### config.mk
export PLATFORM = sky130hd
export DESIGN_NAME = block_reverse_stream
export DESIGN_NICKNAME = d
export VERILOG_FILES = /design/src/rtl/brs_pkg.sv /design/src/rtl/brs_job_queue.sv /design/src/rtl/brs_front.sv /design/src/rtl/brs_back.sv /design/src/rtl/block_reverse_stream.sv
export SDC_FILE = /design/constraint.sdc
export NUM_CORES = 1
export LEC_CHECK = 0
export BUFFER_PORTS_ARGS = -buffer_cell sky130_fd_sc_hd__buf_4
export CORE_ASPECT_RATIO = 1.75
export CORE_MARGIN = 4
export CORE_UTILIZATION = 45
export CTS_CLUSTER_DIAMETER = 200
export DETAILED_ROUTE_END_ITERATION = 8
export GPL_TIMING_DRIVEN = 0
export HOLD_SLACK_MARGIN = 0.05
export PLACE_DENSITY = 0.6
export RECOVER_POWER = 50
export SLEW_MARGIN = 20
export SYNTH_ARGS = -nofsm -noshare
export SYNTH_HDL_FRONTEND = slang
export SYNTH_SLANG_ARGS = --single-unit
### constraint.sdc
create_clock -name clk -period 5.5 [get_ports clk]
set_clock_uncertainty 0.15 [all_clocks]
set_input_delay 1.1 -clock clk [delete_from_list [all_inputs] [get_ports clk]]
set_output_delay 1.1 -clock clk [all_outputs]
set_load 0.02 [all_outputs]
### src/rtl/brs_pkg.sv
// Shared constants and types of the block reverse stream.
package brs_pkg;

	localparam int MAX_GROUP = 16;
	localparam int DATA_WIDTH = 32;
	localparam int CFG_W = 5;
	localparam logic [CFG_W-1:0] GROUP_SIZE_RESET = 5'd1;
	localparam int JOB_CNT_W = 7;
	localparam int QUEUE_DEPTH = 2;

	typedef struct packed {
		logic                 bank;
		logic [JOB_CNT_W-1:0] count;
		logic                 reverse;
		logic                 list_end;
	} job_t;

	typedef struct packed {
		logic valid;
		logic bank;
	} release_t;

endpackage

### src/rtl/brs_job_queue.sv
// Short queue of group jobs between the front and the back.
module brs_job_queue (
	input  logic         clk,
	input  logic         arst_n,
	input  logic         push,
	input  brs_pkg::job_t push_job,
	output logic         full,
	input  logic         pop,
	output brs_pkg::job_t pop_job,
	output logic         not_empty
);

	localparam int PTR_W = $clog2(brs_pkg::QUEUE_DEPTH);
	localparam int CNT_W = $clog2(brs_pkg::QUEUE_DEPTH + 1);

	brs_pkg::job_t entry_q [brs_pkg::QUEUE_DEPTH];
	logic [PTR_W-1:0] wr_ptr_q;
	logic [PTR_W-1:0] rd_ptr_q;
	logic [CNT_W-1:0] count_q;
	logic do_push;
	logic do_pop;

	assign full = (count_q == CNT_W'(brs_pkg::QUEUE_DEPTH));
	assign not_empty = (count_q != '0);
	assign pop_job = entry_q[rd_ptr_q];
	assign do_push = push && !full;
	assign do_pop = pop && not_empty;

	always_ff @(posedge clk) begin
		if (do_push) begin
			entry_q[wr_ptr_q] <= push_job;
		end
	end

	always_ff @(posedge clk or negedge arst_n) begin
		if (!arst_n) begin
			wr_ptr_q <= '0;
			rd_ptr_q <= '0;
			count_q <= '0;
		end else begin
			if (do_push) begin
				wr_ptr_q <= (wr_ptr_q == PTR_W'(brs_pkg::QUEUE_DEPTH - 1)) ? '0 : wr_ptr_q + 1'b1;
			end
			if (do_pop) begin
				rd_ptr_q <= (rd_ptr_q == PTR_W'(brs_pkg::QUEUE_DEPTH - 1)) ? '0 : rd_ptr_q + 1'b1;
			end
			unique case ({do_push, do_pop})
				2'b10:   count_q <= count_q + 1'b1;
				2'b01:   count_q <= count_q - 1'b1;
				default: count_q <= count_q;
			endcase
		end
	end

endmodule

### src/rtl/brs_front.sv
// Front part: takes requests, fills the two group banks and issues jobs.
module brs_front #(
	parameter int MAX_GROUP = brs_pkg::MAX_GROUP,
	parameter int DATA_WIDTH = brs_pkg::DATA_WIDTH
) (
	input  logic                              clk,
	input  logic                              arst_n,
	input  logic                              cfg_we,
	input  logic [brs_pkg::CFG_W-1:0]         cfg_data,
	input  logic                              in_valid,
	output logic                              in_ready,
	input  logic signed [DATA_WIDTH-1:0]      value,
	input  logic                              list_last,
	output logic                              wr_en,
	output logic [$clog2(MAX_GROUP):0]        wr_addr,
	output logic [DATA_WIDTH-1:0]             wr_data,
	output logic                              job_push,
	output brs_pkg::job_t                     job_out,
	input  logic                              job_full,
	input  brs_pkg::release_t                 rel
);

	localparam int IDX_W = $clog2(MAX_GROUP);
	localparam int CNT_W = $clog2(MAX_GROUP + 1);

	logic [brs_pkg::CFG_W-1:0] group_size_q;
	logic [CNT_W-1:0] fill_q;
	logic bank_q;
	logic [1:0] busy_q;
	logic [1:0] busy_d;
	logic [CNT_W-1:0] fill_next;
	logic [CNT_W-1:0] k_eff;
	logic accept;
	logic complete;

	always_comb begin
		if (32'(group_size_q) > MAX_GROUP) begin
			k_eff = CNT_W'(MAX_GROUP);
		end else if (group_size_q == '0) begin
			k_eff = CNT_W'(1);
		end else begin
			k_eff = CNT_W'(group_size_q);
		end
	end

	assign in_ready = !busy_q[bank_q] && !job_full;
	assign accept = in_valid && in_ready;
	assign fill_next = fill_q + CNT_W'(1);
	assign complete = (fill_next >= k_eff);

	assign wr_en = accept;
	assign wr_addr = {bank_q, fill_q[IDX_W-1:0]};
	assign wr_data = value;

	assign job_push = accept && (complete || list_last);
	assign job_out.bank = bank_q;
	assign job_out.count = brs_pkg::JOB_CNT_W'(fill_next);
	assign job_out.reverse = complete;
	assign job_out.list_end = list_last;

	always_comb begin
		busy_d = busy_q;
		if (rel.valid) begin
			busy_d[rel.bank] = 1'b0;
		end
		if (job_push) begin
			busy_d[bank_q] = 1'b1;
		end
	end

	always_ff @(posedge clk or negedge arst_n) begin
		if (!arst_n) begin
			group_size_q <= brs_pkg::GROUP_SIZE_RESET;
			fill_q <= '0;
			bank_q <= 1'b0;
			busy_q <= '0;
		end else begin
			if (cfg_we) begin
				group_size_q <= cfg_data;
			end
			if (accept) begin
				if (job_push) begin
					fill_q <= '0;
					bank_q <= ~bank_q;
				end else begin
					fill_q <= fill_next;
				end
			end
			busy_q <= busy_d;
		end
	end

endmodule

### src/rtl/brs_back.sv
// Back part: holds the group memory and drains each job to the output register.
module brs_back #(
	parameter int MAX_GROUP = brs_pkg::MAX_GROUP,
	parameter int DATA_WIDTH = brs_pkg::DATA_WIDTH
) (
	input  logic                              clk,
	input  logic                              arst_n,
	input  logic                              wr_en,
	input  logic [$clog2(MAX_GROUP):0]        wr_addr,
	input  logic [DATA_WIDTH-1:0]             wr_data,
	input  logic                              job_valid,
	input  brs_pkg::job_t                     job_in,
	output logic                              job_pop,
	output brs_pkg::release_t                 rel,
	output logic                              out_valid,
	input  logic                              out_ready,
	output logic signed [DATA_WIDTH-1:0]      out_value,
	output logic                              run_last,
	output logic                              list_end
);

	localparam int IDX_W = $clog2(MAX_GROUP);
	localparam int CNT_W = $clog2(MAX_GROUP + 1);
	localparam int DEPTH = 2 ** (IDX_W + 1);

	logic [DATA_WIDTH-1:0] mem [DEPTH];
	logic active_q;
	brs_pkg::job_t job_q;
	logic [CNT_W-1:0] pos_q;
	logic out_valid_q;
	logic signed [DATA_WIDTH-1:0] out_value_q;
	logic run_last_q;
	logic list_end_q;
	logic [CNT_W-1:0] cnt;
	logic [CNT_W-1:0] rd_idx;
	logic [IDX_W:0] rd_addr;
	logic last_item;
	logic adv;
	logic finish;

	assign cnt = CNT_W'(job_q.count);
	assign last_item = (pos_q == cnt - CNT_W'(1));
	assign rd_idx = job_q.reverse ? (cnt - CNT_W'(1) - pos_q) : pos_q;
	assign rd_addr = {job_q.bank, rd_idx[IDX_W-1:0]};
	assign adv = active_q && (!out_valid_q || out_ready);
	assign finish = adv && last_item;
	assign job_pop = job_valid && (!active_q || finish);
	assign rel.valid = finish;
	assign rel.bank = job_q.bank;

	assign out_valid = out_valid_q;
	assign out_value = out_value_q;
	assign run_last = run_last_q;
	assign list_end = list_end_q;

	always_ff @(posedge clk) begin
		if (wr_en) begin
			mem[wr_addr] <= wr_data;
		end
	end

	always_ff @(posedge clk) begin
		if (adv) begin
			out_value_q <= mem[rd_addr];
			run_last_q <= last_item;
			list_end_q <= last_item && job_q.list_end;
		end
		if (job_pop) begin
			job_q <= job_in;
		end
	end

	always_ff @(posedge clk or negedge arst_n) begin
		if (!arst_n) begin
			active_q <= 1'b0;
			out_valid_q <= 1'b0;
			pos_q <= '0;
		end else begin
			if (adv) begin
				out_valid_q <= 1'b1;
			end else if (out_ready) begin
				out_valid_q <= 1'b0;
			end
			if (job_pop) begin
				active_q <= 1'b1;
				pos_q <= '0;
			end else begin
				if (finish) begin
					active_q <= 1'b0;
				end
				if (adv) begin
					pos_q <= pos_q + CNT_W'(1);
				end
			end
		end
	end

endmodule

### src/rtl/block_reverse_stream.sv
// Top level of the block reverse stream: front, job queue and back.
//
//   channel  direction  handshake             payload
//   in       request    in_valid / in_ready   value, list_last
//   out      result     out_valid / out_ready out_value, run_last, list_end
//   cfg      write      cfg_we                cfg_data (group size)
//
// An input request is written to one of two group banks.
// A finished group is drained one result per cycle, unless out_ready holds it back, from the bank memory through
// the output register, while the front fills the other bank.
// The first result of a group passes from the request that completes it through the job queue,
// the job register in the back and the output register, where the bank is read.
// The front stalls only while both banks still hold groups that are not drained.
// Reset clears the group size to one, the fill count, the queue and all valid flags.
module block_reverse_stream #(
	parameter int MAX_GROUP = brs_pkg::MAX_GROUP,
	parameter int DATA_WIDTH = brs_pkg::DATA_WIDTH
) (
	input  logic                          clk,
	input  logic                          arst_n,
	input  logic                          cfg_we,
	input  logic [brs_pkg::CFG_W-1:0]     cfg_data,
	input  logic                          in_valid,
	output logic                          in_ready,
	input  logic signed [DATA_WIDTH-1:0]  value,
	input  logic                          list_last,
	output logic                          out_valid,
	input  logic                          out_ready,
	output logic signed [DATA_WIDTH-1:0]  out_value,
	output logic                          run_last,
	output logic                          list_end
);

	logic wr_en;
	logic [$clog2(MAX_GROUP):0] wr_addr;
	logic [DATA_WIDTH-1:0] wr_data;
	logic job_push;
	logic job_full;
	logic job_pop;
	logic job_valid;
	brs_pkg::job_t push_job;
	brs_pkg::job_t pop_job;
	brs_pkg::release_t rel;

	brs_front #(
		.MAX_GROUP(MAX_GROUP),
		.DATA_WIDTH(DATA_WIDTH)
	) u_front (
		.clk(clk),
		.arst_n(arst_n),
		.cfg_we(cfg_we),
		.cfg_data(cfg_data),
		.in_valid(in_valid),
		.in_ready(in_ready),
		.value(value),
		.list_last(list_last),
		.wr_en(wr_en),
		.wr_addr(wr_addr),
		.wr_data(wr_data),
		.job_push(job_push),
		.job_out(push_job),
		.job_full(job_full),
		.rel(rel)
	);

	brs_job_queue u_queue (
		.clk(clk),
		.arst_n(arst_n),
		.push(job_push),
		.push_job(push_job),
		.full(job_full),
		.pop(job_pop),
		.pop_job(pop_job),
		.not_empty(job_valid)
	);

	brs_back #(
		.MAX_GROUP(MAX_GROUP),
		.DATA_WIDTH(DATA_WIDTH)
	) u_back (
		.clk(clk),
		.arst_n(arst_n),
		.wr_en(wr_en),
		.wr_addr(wr_addr),
		.wr_data(wr_data),
		.job_valid(job_valid),
		.job_in(pop_job),
		.job_pop(job_pop),
		.rel(rel),
		.out_valid(out_valid),
		.out_ready(out_ready),
		.out_value(out_value),
		.run_last(run_last),
		.list_end(list_end)
	);

endmodule

* After elaboration in Yosys (flattened, before gate mapping)
Memory sizes are Yosys's and may differ from the RTL's. A register that Yosys moved wholly into a read port is not among the register bits. Cells that the tools add are included.
Storage, ports and cells: memories 2, memory bits (read-only) 0, latch bits 0, bits in registers 26, input bits 43, output and inout bits 36, bits in writable memories 1040
Memories:
- u_back.mem | words 32, bits a word 32, read ports 1, clocked after Yosys merged registers in 1, write ports 1, line brs_back.sv:26 | logic [DATA_WIDTH-1:0] mem [DEPTH];
- u_queue.entry_q | words 2, bits a word 8, read ports 1, clocked after Yosys merged registers in 1, write ports 1, line brs_job_queue.sv:16 | brs_pkg::job_t entry_q [brs_pkg::QUEUE_DEPTH];
Cells by class: multiply operators 0, $add $sub $neg 8, bitwise gates (word level) 4, multiplexer cells 25, shifts and indexed selects 0, order comparisons 6, reductions and logical operators 25, divide/modulo/power cells 0, equal/unequal tests 4
Operators by type and width (count):
- 2-to-1 mux 5 bit | 5
- 2-to-1 mux 1 bit | 14
- logical AND 1 bit | 11
- adder 5 x 1 -> 5 bit (second input constant) | 2
- nonzero test 2 bit | 5
- == test 5 bit | 1
- greater-or-equal comparator 5 bit | 1
- greater-than comparator 5 bit (second input constant) | 1
- zero test 5 bit | 1
- subtractor 5 x 1 -> 5 bit (second input constant) | 1
- == test 2 bit (second input constant) | 2
- zero test 1 bit | 4
- less-than comparator 1 x 2 -> 1 bit (second input constant) | 2
- 2-to-1 mux 2 bit | 2
- 2-to-1 mux 4 bit | 1
- one-hot mux 2 bit (2 select lines) | 1
- subtractor 4 bit | 1
- logical OR 1 bit | 3
- adder 1 bit (second input constant) | 2
- adder 2 x 1 -> 2 bit (second input constant) | 1
- bitwise AND 2 bit | 1
- demux 1 bit (select 1 bit) | 2
- == test 2 x 1 -> 1 bit (second input constant) | 1
- greater-or-equal comparator 1 bit (second input constant) | 2
- other kinds (5) | 5

* Longest topological paths before layout
Gate-level depths: netlist (run 1).
word-level depth 9, gate-level depth with buffers 14, gate-level depth less buffers 14

* Hierarchy
Synthesis (run 1) repeated with hierarchy kept, for this count alone.
Unflattened totals: cells, all modules 3210, area, all modules 47292.9 sq um
Modules (own cells, without submodules):
- brs_back | seq. area each 32185.9 sq um, cells an instance 3040, times used 1, area each 45288.4 sq um
- brs_front | seq. area each 326.6 sq um, cells an instance 121, times used 1, area each 1087.3 sq um
- brs_job_queue | seq. area each 700.7 sq um, cells an instance 49, times used 1, area each 917.1 sq um

* Worst setup path before layout (run 1)
No wires, ideal clock.
path kind input to register, start point input port in_valid, end point memory u_back.mem[27][0] (enable), arrival 3510 ps, cell stages on the path 4, path buffers 0, setup slack 1419 ps, cells stage by stage inv_1 > a2111oi_2 > nand2_1 > nor2_1
On the way: word-level cells in the longest chain between the ends 3
RTL lines:
- start, declared | line block_reverse_stream.sv:23 | input logic in_valid,
- logical AND 1 bit | line brs_front.sv:47 | assign accept = in_valid && in_ready;
- 2-to-1 mux 1 bit | line brs_back.sv:57 | if (wr_en) begin
- 2-to-1 mux 1 bit (not written as such) | line brs_back.sv:58 | mem[wr_addr] <= wr_data;
- end, declared | line brs_back.sv:26
Every way passes these cells.

* Worst setup path in the final report (run 1)
start point register u_back.pos_q[0], end point register u_back.out_value_q[28] (netlist: u_back.out_value[28]), read port of u_back.mem (data pin)
On the way: word-level cells in the longest chain between the ends 2
RTL lines:
- start, declared | line brs_back.sv:29 | logic [CNT_W-1:0] pos_q;
- start signal, assigned | line brs_back.sv:92 | pos_q <= pos_q + CNT_W'(1);
- subtractor 4 bit | line brs_back.sv:43 | assign rd_idx = job_q.reverse ? (cnt - CNT_W'(1) - pos_q) : pos_q;
- 2-to-1 mux 4 bit (*) | line brs_back.sv:43
- end, declared | line brs_back.sv:31 | logic signed [DATA_WIDTH-1:0] out_value_q;
Every way passes the cells marked *; elsewhere a longest branch is shown, timed or not. A chain may end at the register's enable or synchronous reset.

==> flow_summary_export.csv, run 1 <==
group,metric,value,unit
route,vias,33285,
yosys,syn_area,0.04741,sq mm
floorplanning,die_area,0.1108,sq mm
floorplanning,core_area,0.1047,sq mm
place,port_buffers,78,
yosys,synth_top_flop_cell,"edfxtp_1",
sta,whs,0.3589,ns
worst_setup_path,worstSetupEndpointType,"register",
sta,max_slew.worst_pin.slew,2.895,ns
worst_setup_path,cp_data_arrival_time,5.80,ns
route,ant_nets,0,
global_routing,overflow,0,
yosys,syn_inst,3612,
route,drt-vias-per-instance,6.332,
cts,postCtsSetupBuffers,0,
run,drv_cap,33,
cts,clk_latency,0.75,ns
pwr,power_leakage,0.01703,uW
worst_setup_path,worstPathMaxFanout,10,
yosys,synth_top_area_share,68.54,%
place,place_inst,5078,
route,route.detailed.drc,0,
pwr,power_density,568.2,mW/mm^2
sta,drv_slew,1099,
finish,layout_common_cells,"1,082 x edfxtp_1, 466 x o21ai_0, 271 x nand2_1, 265 x clkbuf_1, 189 x nor2_1",
place,dp_hpwl,116000,um
cts,ctsResizeCount,2,
cts,tritoncts,"built",
floorplanning,initial_core_util,45.28,%
worst_setup_path,endpoint,"u_back.out_value[28]",
cts,clk_pin_slew,0.07,ns
cts,holdBufCountCts,0,
worst_setup_path,cp-startpoint,"u_back.pos_q[0]",
place,dp_slack,-0.1270,ns
yosys,ys_warn_count,0,
sta,fin_crit,5.505,ns
sta,relSlewSlack,-93.03,%
sta,fmax,181.6,MHz
yosys,synth_area_per_cell,13.12,sq um
global_routing,grt_usage,29.18,%
worst_setup_path,r2r_cells,10,
worst_setup_path,critPathKind,"reg2reg",
route,avgRoutedWirePerCell,31.33,um
yosys,synth_edf_count,1082,
worst_setup_path,reg2reg_to,"u_back.out_value[28]",
yosys,yosysUniqueCellTypes,57,
outcome,violations,"capacitance limit, slew limit, setup timing",
pwr,max-vdd-ir-drop,303.8,uV
finish,drive_above_1_share,9.836,%
pwr,total_power,30650,uW
global_routing,grt_pass1_vias,32743,
cts,htreeDepth,3,
cts,clockBufferDepth,3,
worst_setup_path,crit_path_start_kind,"register",
route,routed_wl,164700,um
hold_path,hold_path.class,"reg2reg",
global_routing,grt_max_degree,43,
yosys,synth-seq-area-share,69.81,%
yosys,synth_nets,3671,
sta,rsz0062_at_grt,"false",
yosys,synthTopCellsByArea,"edfxtp_1 69%, o21ai_0 4.9%, nand2_1 2.1%, nor2b_1 1.8%, o22ai_1 1.8%",
worst_setup_path,crit_required,5.79,ns
cts,cts.sinks,1106,
floorplanning,die_y,437.4,um
finish,layoutNonFillerInstCount,5257,
floorplanning,die_width,253.4,um
yosys,synth-seq-cells,1106,
yosys,async_flop_share,2.170,%
finish,nets,3887,
cts,root_buffer,"clkbuf_16",
outcome,status,"finished with violations",
sta,fin_crit_sh,100.1,%
global_routing,antenna_found_initial,12,
cts,numCtsBuffers,100,
sta,hold_violations,0,
floorplanning,io_pins,79,
yosys,synth_top_area_cell,"edfxtp_1",
worst_setup_path,reg2reg_from,"u_back.pos_q[0]",
place,place_congestion,0.9420,
sta,setup_ws,-0.005343,ns
sta,setup_viol_count_final,2,
floorplanning,rows,157,
sta,finalSetupTns,-0.008106,ns
worst_setup_path,rrSetupSlack,-0.005,ns
finish,area_growth,13.77,%
finish,final_common_cell,"edfxtp_1",
global_routing,grt_first_pass_wirelength,230800,um
route,drt_pass1_iterations,9,
route,drt_iter0_drc,3352,
## logic make-up (layout without fill, tap and decap cells)
group                      after synthesis  after routing  synth area share (%)
DFF                                   1106           1106                 69.81
buffers and inverters                  317            609                 2.792
AOI/OAI and AO/OA                     1127           1127                 15.14
other                                    0              2                     0
xor gates and xnor gates                20             20                0.3695
muxes                                   39             39                 1.568
and+or+nand+nor                        987            987                 9.884
adders and majority gates               16             16                0.4381
## worst min-delay path by stage
stage,from,end,slack [ns],cells past startpoint
global placement,u_queue.wr_ptr_q,u_queue.wr_ptr_q,0.33,1
CTS,arst_n,u_back.out_valid,0.09,1
detailed placement,u_queue.wr_ptr_q,u_queue.wr_ptr_q,0.35,1
floorplan,u_queue.wr_ptr_q,u_queue.wr_ptr_q,0.31,1
global route,u_queue.entry_q[0][7],u_back.rel[0],0.39,1
finish,u_queue.wr_ptr_q,u_queue.wr_ptr_q,0.36,1
## registers in the layout (all words and copies together) (netlist names)
register and flops:
u_back.active_q 1, u_back.cnt 5, u_back.job_q 2, u_back.list_end 1, u_back.mem 1024, u_back.out_valid 1
u_back.out_value 32, u_back.pos_q 5, u_back.rel 1, u_back.run_last 1, u_front.bank_q 1, u_front.busy_q 2
u_front.fill_q 5, u_front.group_size_q 5, u_queue.count_q 2, u_queue.entry_q 16, u_queue.rd_ptr_q 1, u_queue.wr_ptr_q 1
## layer usage
layer / share of wire, % / routed length (um) / track usage, % / vias to the layer above
met5: 0.058 / 95 / 0 / -
met4: 9.8 / 16060 / 21.99 / 8
met3: 7.1 / 11660 / 5.376 / 551
met2: 51 / 83680 / 51.70 / 1687
met1: 32 / 53200 / 30.42 / 16573
li1: - / - / - / 14466
## area by class of cell
cell class	count	area (sq um)
Inverter	17	63.81
Clock buffer	120	2671
Fill cell	8971	50770
Clock inverter	58	671.9
Timing Repair Buffer	115	1235
Tap cell	1351	1690
Buffer	299	1259
Sequential cell	1106	33090
Antenna cell	2	5.005
Multi-Input combinational cell	2189	13250
## Yosys cell counts (all sizes together), types with 9 or more instances
master / number
a21o: 56
and2: 23
and3: 70
nand3: 69
xnor2: 11
o21ai: 486
a311o: 26
ha: 15
a311oi: 96
or3: 26
nor3: 151
dfrtp: 23
inv: 16
a21oi: 32
nand2: 271
edfxtp: 1082
xor2: 9
clkbuf: 207
a31o: 26
buf: 93
mux4: 26
o31ai: 58
o211ai: 53
a211oi: 89
mux2: 12
o22ai: 135
nor2: 222
nor2b: 139
a31oi: 53
## metrics by stage
step / area, sq um / utilization (%)
2_1_floorplan: 47410 / -
6_report: 53940 / 51.51
5_1_grt: 53930 / 51.51
3_5_place_dp: 50760 / 48.48
3_3_place_gp: 49680 / 47.45
4_1_cts: 54100 / 51.67
## critical path: stages (launching register included)
cell      delay [ns]
dfrtp_1         0.67
ha_1            0.74
buf_2           0.42
buf_1           0.80
clkbuf_1        0.73
nor2b_1         0.23
o22ai_1         0.11
nor3_1          0.18
nor2_1          0.07
a221oi_1        0.83
o32ai_1         0.25
## report_power, final
group          total [uW]  switching (uW)  internal [uW]
logic               13500            9650           3830
registers            9910             174           9730
clock network        7260            3210           4040
total               30600           13000          17600
Power figures use the tool's default switching activity.
==> inputs of run 2 (changes only) <==
--- a/config.mk
+++ b/config.mk
@@ -13,7 +13,6 @@
 export DETAILED_ROUTE_END_ITERATION = 8
 export GPL_TIMING_DRIVEN = 0
 export HOLD_SLACK_MARGIN = 0.05
-export PLACE_DENSITY = 0.6
 export RECOVER_POWER = 50
 export SLEW_MARGIN = 20
 export SYNTH_ARGS = -nofsm -noshare
==> constraint.sdc (replaced) <==
create_clock -name clk -period 4.7 [get_ports clk]
set_clock_uncertainty 0.15 [all_clocks]
set_input_delay 0.94 -clock clk [delete_from_list [all_inputs] [get_ports clk]]
set_output_delay 0.94 -clock clk [all_outputs]
set_load 0.02 [all_outputs]
==> flow_summary_export.csv, run 2 (synthesis results as in run 1) <==
group,metric,value,unit
worst_setup_path,rrSetupSlack,-0.02,ns
floorplanning,die_width,253.4,um
finish,n_fill_cell,8965,
cts,clk_pin_slew,0.07,ns
floorplanning,initial_core_util,45.28,%
pwr,total_power,36020,uW
sta,whs,0.2703,ns
floorplanning,io_pins,79,
worst_setup_path,worstSetupEndpointType,"register",
global_routing,antenna_found_initial,12,
worst_setup_path,cp_data_arrival_time,4.97,ns
sta,setup_viol_count_final,2,
place,dp_slack,-0.9270,ns
worst_setup_path,crit_path_max_incr_delay,0.58,ns
sta,fmax,212.0,MHz
sta,setup_ws,-0.01785,ns
pwr,pwr-share-comb,44.2,%
place,placed_area,0.05076,sq mm
cts,root_buffer,"clkbuf_16",
place,port_buffers,78,
outcome,violations,"capacitance limit, slew limit, setup timing",
finish,area_growth,14.05,%
cts,clk_latency,0.75,ns
global_routing,grt_max_degree,43,
pwr,power_frac_clock,23.6,%
pwr,pwr-share-seq,32.2,%
worst_setup_path,crit_chain,"clkbuf_2, buf_2, inv_1, ha_1, nand3b_1, nand2_1, xor2_1, a21oi_2, buf_4, buf_4, clkbuf_4, o31ai_2, o32ai_1",
cts,tritoncts,"built",
finish,final_common_cell,"edfxtp_1",
hold_path,hold_path.class,"in2reg",
global_routing,use_met3,5.376,%
worst_setup_path,crit_required,4.95,ns
pwr,switching_share,42.63,%
worst_setup_path,crit_path_start_kind,"register",
hold_path,holdPathEnd,"u_front.group_size_q[2]",
hold_path,worstHoldStart,"cfg_data[2]",
pwr,max-vdd-ir-drop,358.4,uV
global_routing,grt_pass1_vias,32733,
route,drt-vias-per-instance,6.359,
global_routing,overflow,0,
worst_setup_path,critPathKind,"reg2reg",
pwr,p_int,20660,uW
finish,nets,3889,
floorplanning,die_y,437.4,um
cts,cts.sinks,1106,
sta,rsz0062_at_grt,"false",
sta,fin_crit_sh,100.4,%
finish,regMostFlops,"u_back.mem",
place,place_congestion,0.9420,
finish,multi_input_area,0.01331,sq mm
worst_setup_path,reg2reg_from,"u_back.pos_q[1]",
global_routing,grt_usage,29.21,%
worst_setup_path,critPathSlowestCell,"dfrtp_2",
worst_setup_path,r2r_cells,13,
finish,largest_reg_flops,1024,
worst_setup_path,path_common_cell,"buf_4",
route,vias,33472,
finish,final_area,0.05407,sq mm
pwr,power_density,666.2,mW/mm^2
run,drv_cap,32,
route,ant_nets,0,
sta,hold_violations,0,
finish,regArea,0.03310,sq mm
finish,layoutNonFillerInstCount,5264,
floorplanning,die_area,0.1108,sq mm
global_routing,top_usage_layer,"met2",
worst_setup_path,worstPathMaxFanout,10,
sta,relSlewSlack,-68.36,%
floorplanning,rows,157,
pwr,power_leakage,0.01712,uW
route,route.detailed.drc,0,
global_routing,grt_first_pass_wirelength,230900,um
finish,layout_common_cells,"1,082 x edfxtp_1, 460 x o21ai_0, 271 x nand2_1, 248 x clkbuf_1, 188 x nor2_1",
global_routing,grt_util_met1,30.42,%
outcome,status,"finished with violations",
floorplanning,core_area,0.1047,sq mm
route,drt_pass1_iterations,6,
hold_path,hold_depth,2,
place,dp_hpwl,116000,um
worst_setup_path,reg2reg_to,"u_back.out_value[22]",
finish,drive_above_1_share,10.75,%
sta,drv_slew,1056,
sta,fin_crit,4.718,ns
cts,clockBufferDepth,3,
cts,numCtsBuffers,100,
global_routing,gr-usage-met2,52.00,%
cts,htreeDepth,3,
place,place_inst,5078,
pwr,p_sw,15360,uW
route,avgRoutedWirePerCell,31.35,um
route,routed_wl,165100,um
sta,max_slew.worst_pin.slew,2.525,ns
route,drt_iter0_drc,3513,
run 2: cell count changes in the layout (fill, tap and decap cells not counted), moves of 2 or more:
| cell | change |
|---|---|
| o21ai_0 | -6 |
| clkbuf_1 | -17 |
| buf_1 | -6 |
| clkbuf_2 | +19 |
| o21ai_1 | +6 |
| a221oi_1 | -4 |
| dfrtp_2 | +2 |
| diode_2 | +5 |
| a221oi_2 | +4 |
| clkbuf_4 | +3 |
| dfrtp_1 | -2 |
run 2: power groups by stage:
stage / Sequential (uW) / Combinational, uW / Clock (uW)
6_report: 11600 / 15900 / 8490
5_1_grt: 11600 / 16400 / 8900
4_1_cts: 11600 / 15600 / 8530
3_5_place_dp: 11800 / 15500 / 0
3_3_place_gp: 11800 / 15200 / 0
2_1_floorplan: 11900 / 8330 / 0
run 2: worst max-delay path: cells and delay by family (launching register included):
| family | cells | cell delay [ns] |
|---|---|---|
| AOI/OAI and AO/OA | 3 | 0.96 |
| xor gates and xnor gates | 1 | 0.45 |
| adders and majority gates | 1 | 0.32 |
| buffers and inverters | 6 | 1.71 |
| DFF | 1 | 0.58 |
| and+or+nand+nor | 2 | 0.16 |
run 2: worst max path at each step:
stage | endpoint | depth (start not counted) | from | slack (ns)
after global routing | u_back.out_value[23] | 13 | u_back.pos_q[1] | 0.02
after floorplan | u_back.mem[27][0] | 4 | in_valid | 0.78
after CTS | u_back.out_value[16] | 10 | u_back.pos_q[0] | 0.002
final | u_back.out_value[22] | 13 | u_back.pos_q[1] | -0.02
after global placement | u_back.mem[11][11] | 5 | in_valid | -1.35
after detailed placement | u_back.out_value[27] | 11 | u_back.pos_q[0] | -0.93
run 2: what timing repair did:
item / in CTS / in global routing
pin swaps: 0 / 0
buffers inserted: 0 / 0
cloned: 0 / 0
endpoints found under the setup margin: 32 / 18
endpoints found under the hold margin: 23 / 0
hold buffers: 1 / 0
resized for setup: 35 / 23
run 2: cell type report:
class | instances | share of cell area (%)
timing repair buffer | 116 | 2.303
inverter | 17 | 0.1180
tap | 1351 | 3.126
clock buffer | 120 | 4.941
multi-input combinational | 2189 | 24.62
clock inverter | 58 | 1.243
antenna | 7 | 0.03240
buffer | 300 | 2.409
sequential | 1106 | 61.21
run 2: per-stage QoR:
| step | util [%] | setup TNS, ns |
|---|---|---|
| 2_1_floorplan | - | 0 |
| 3_3_place_gp | 47.45 | -1202.03 |
| 3_5_place_dp | 48.48 | -18.37 |
| 4_1_cts | 51.76 | 0 |
| 5_1_grt | 51.62 | 0 |
| 6_report | 51.64 | -0.01905 |
run 2: layer usage:
| layer | routed length (um) | part of all wire, % |
|---|---|---|
| met1 | 53180 | 32 |
| met2 | 84170 | 51 |
| met3 | 12100 | 7.3 |
| met4 | 15550 | 9.4 |
| met5 | 44 | 0.027 |
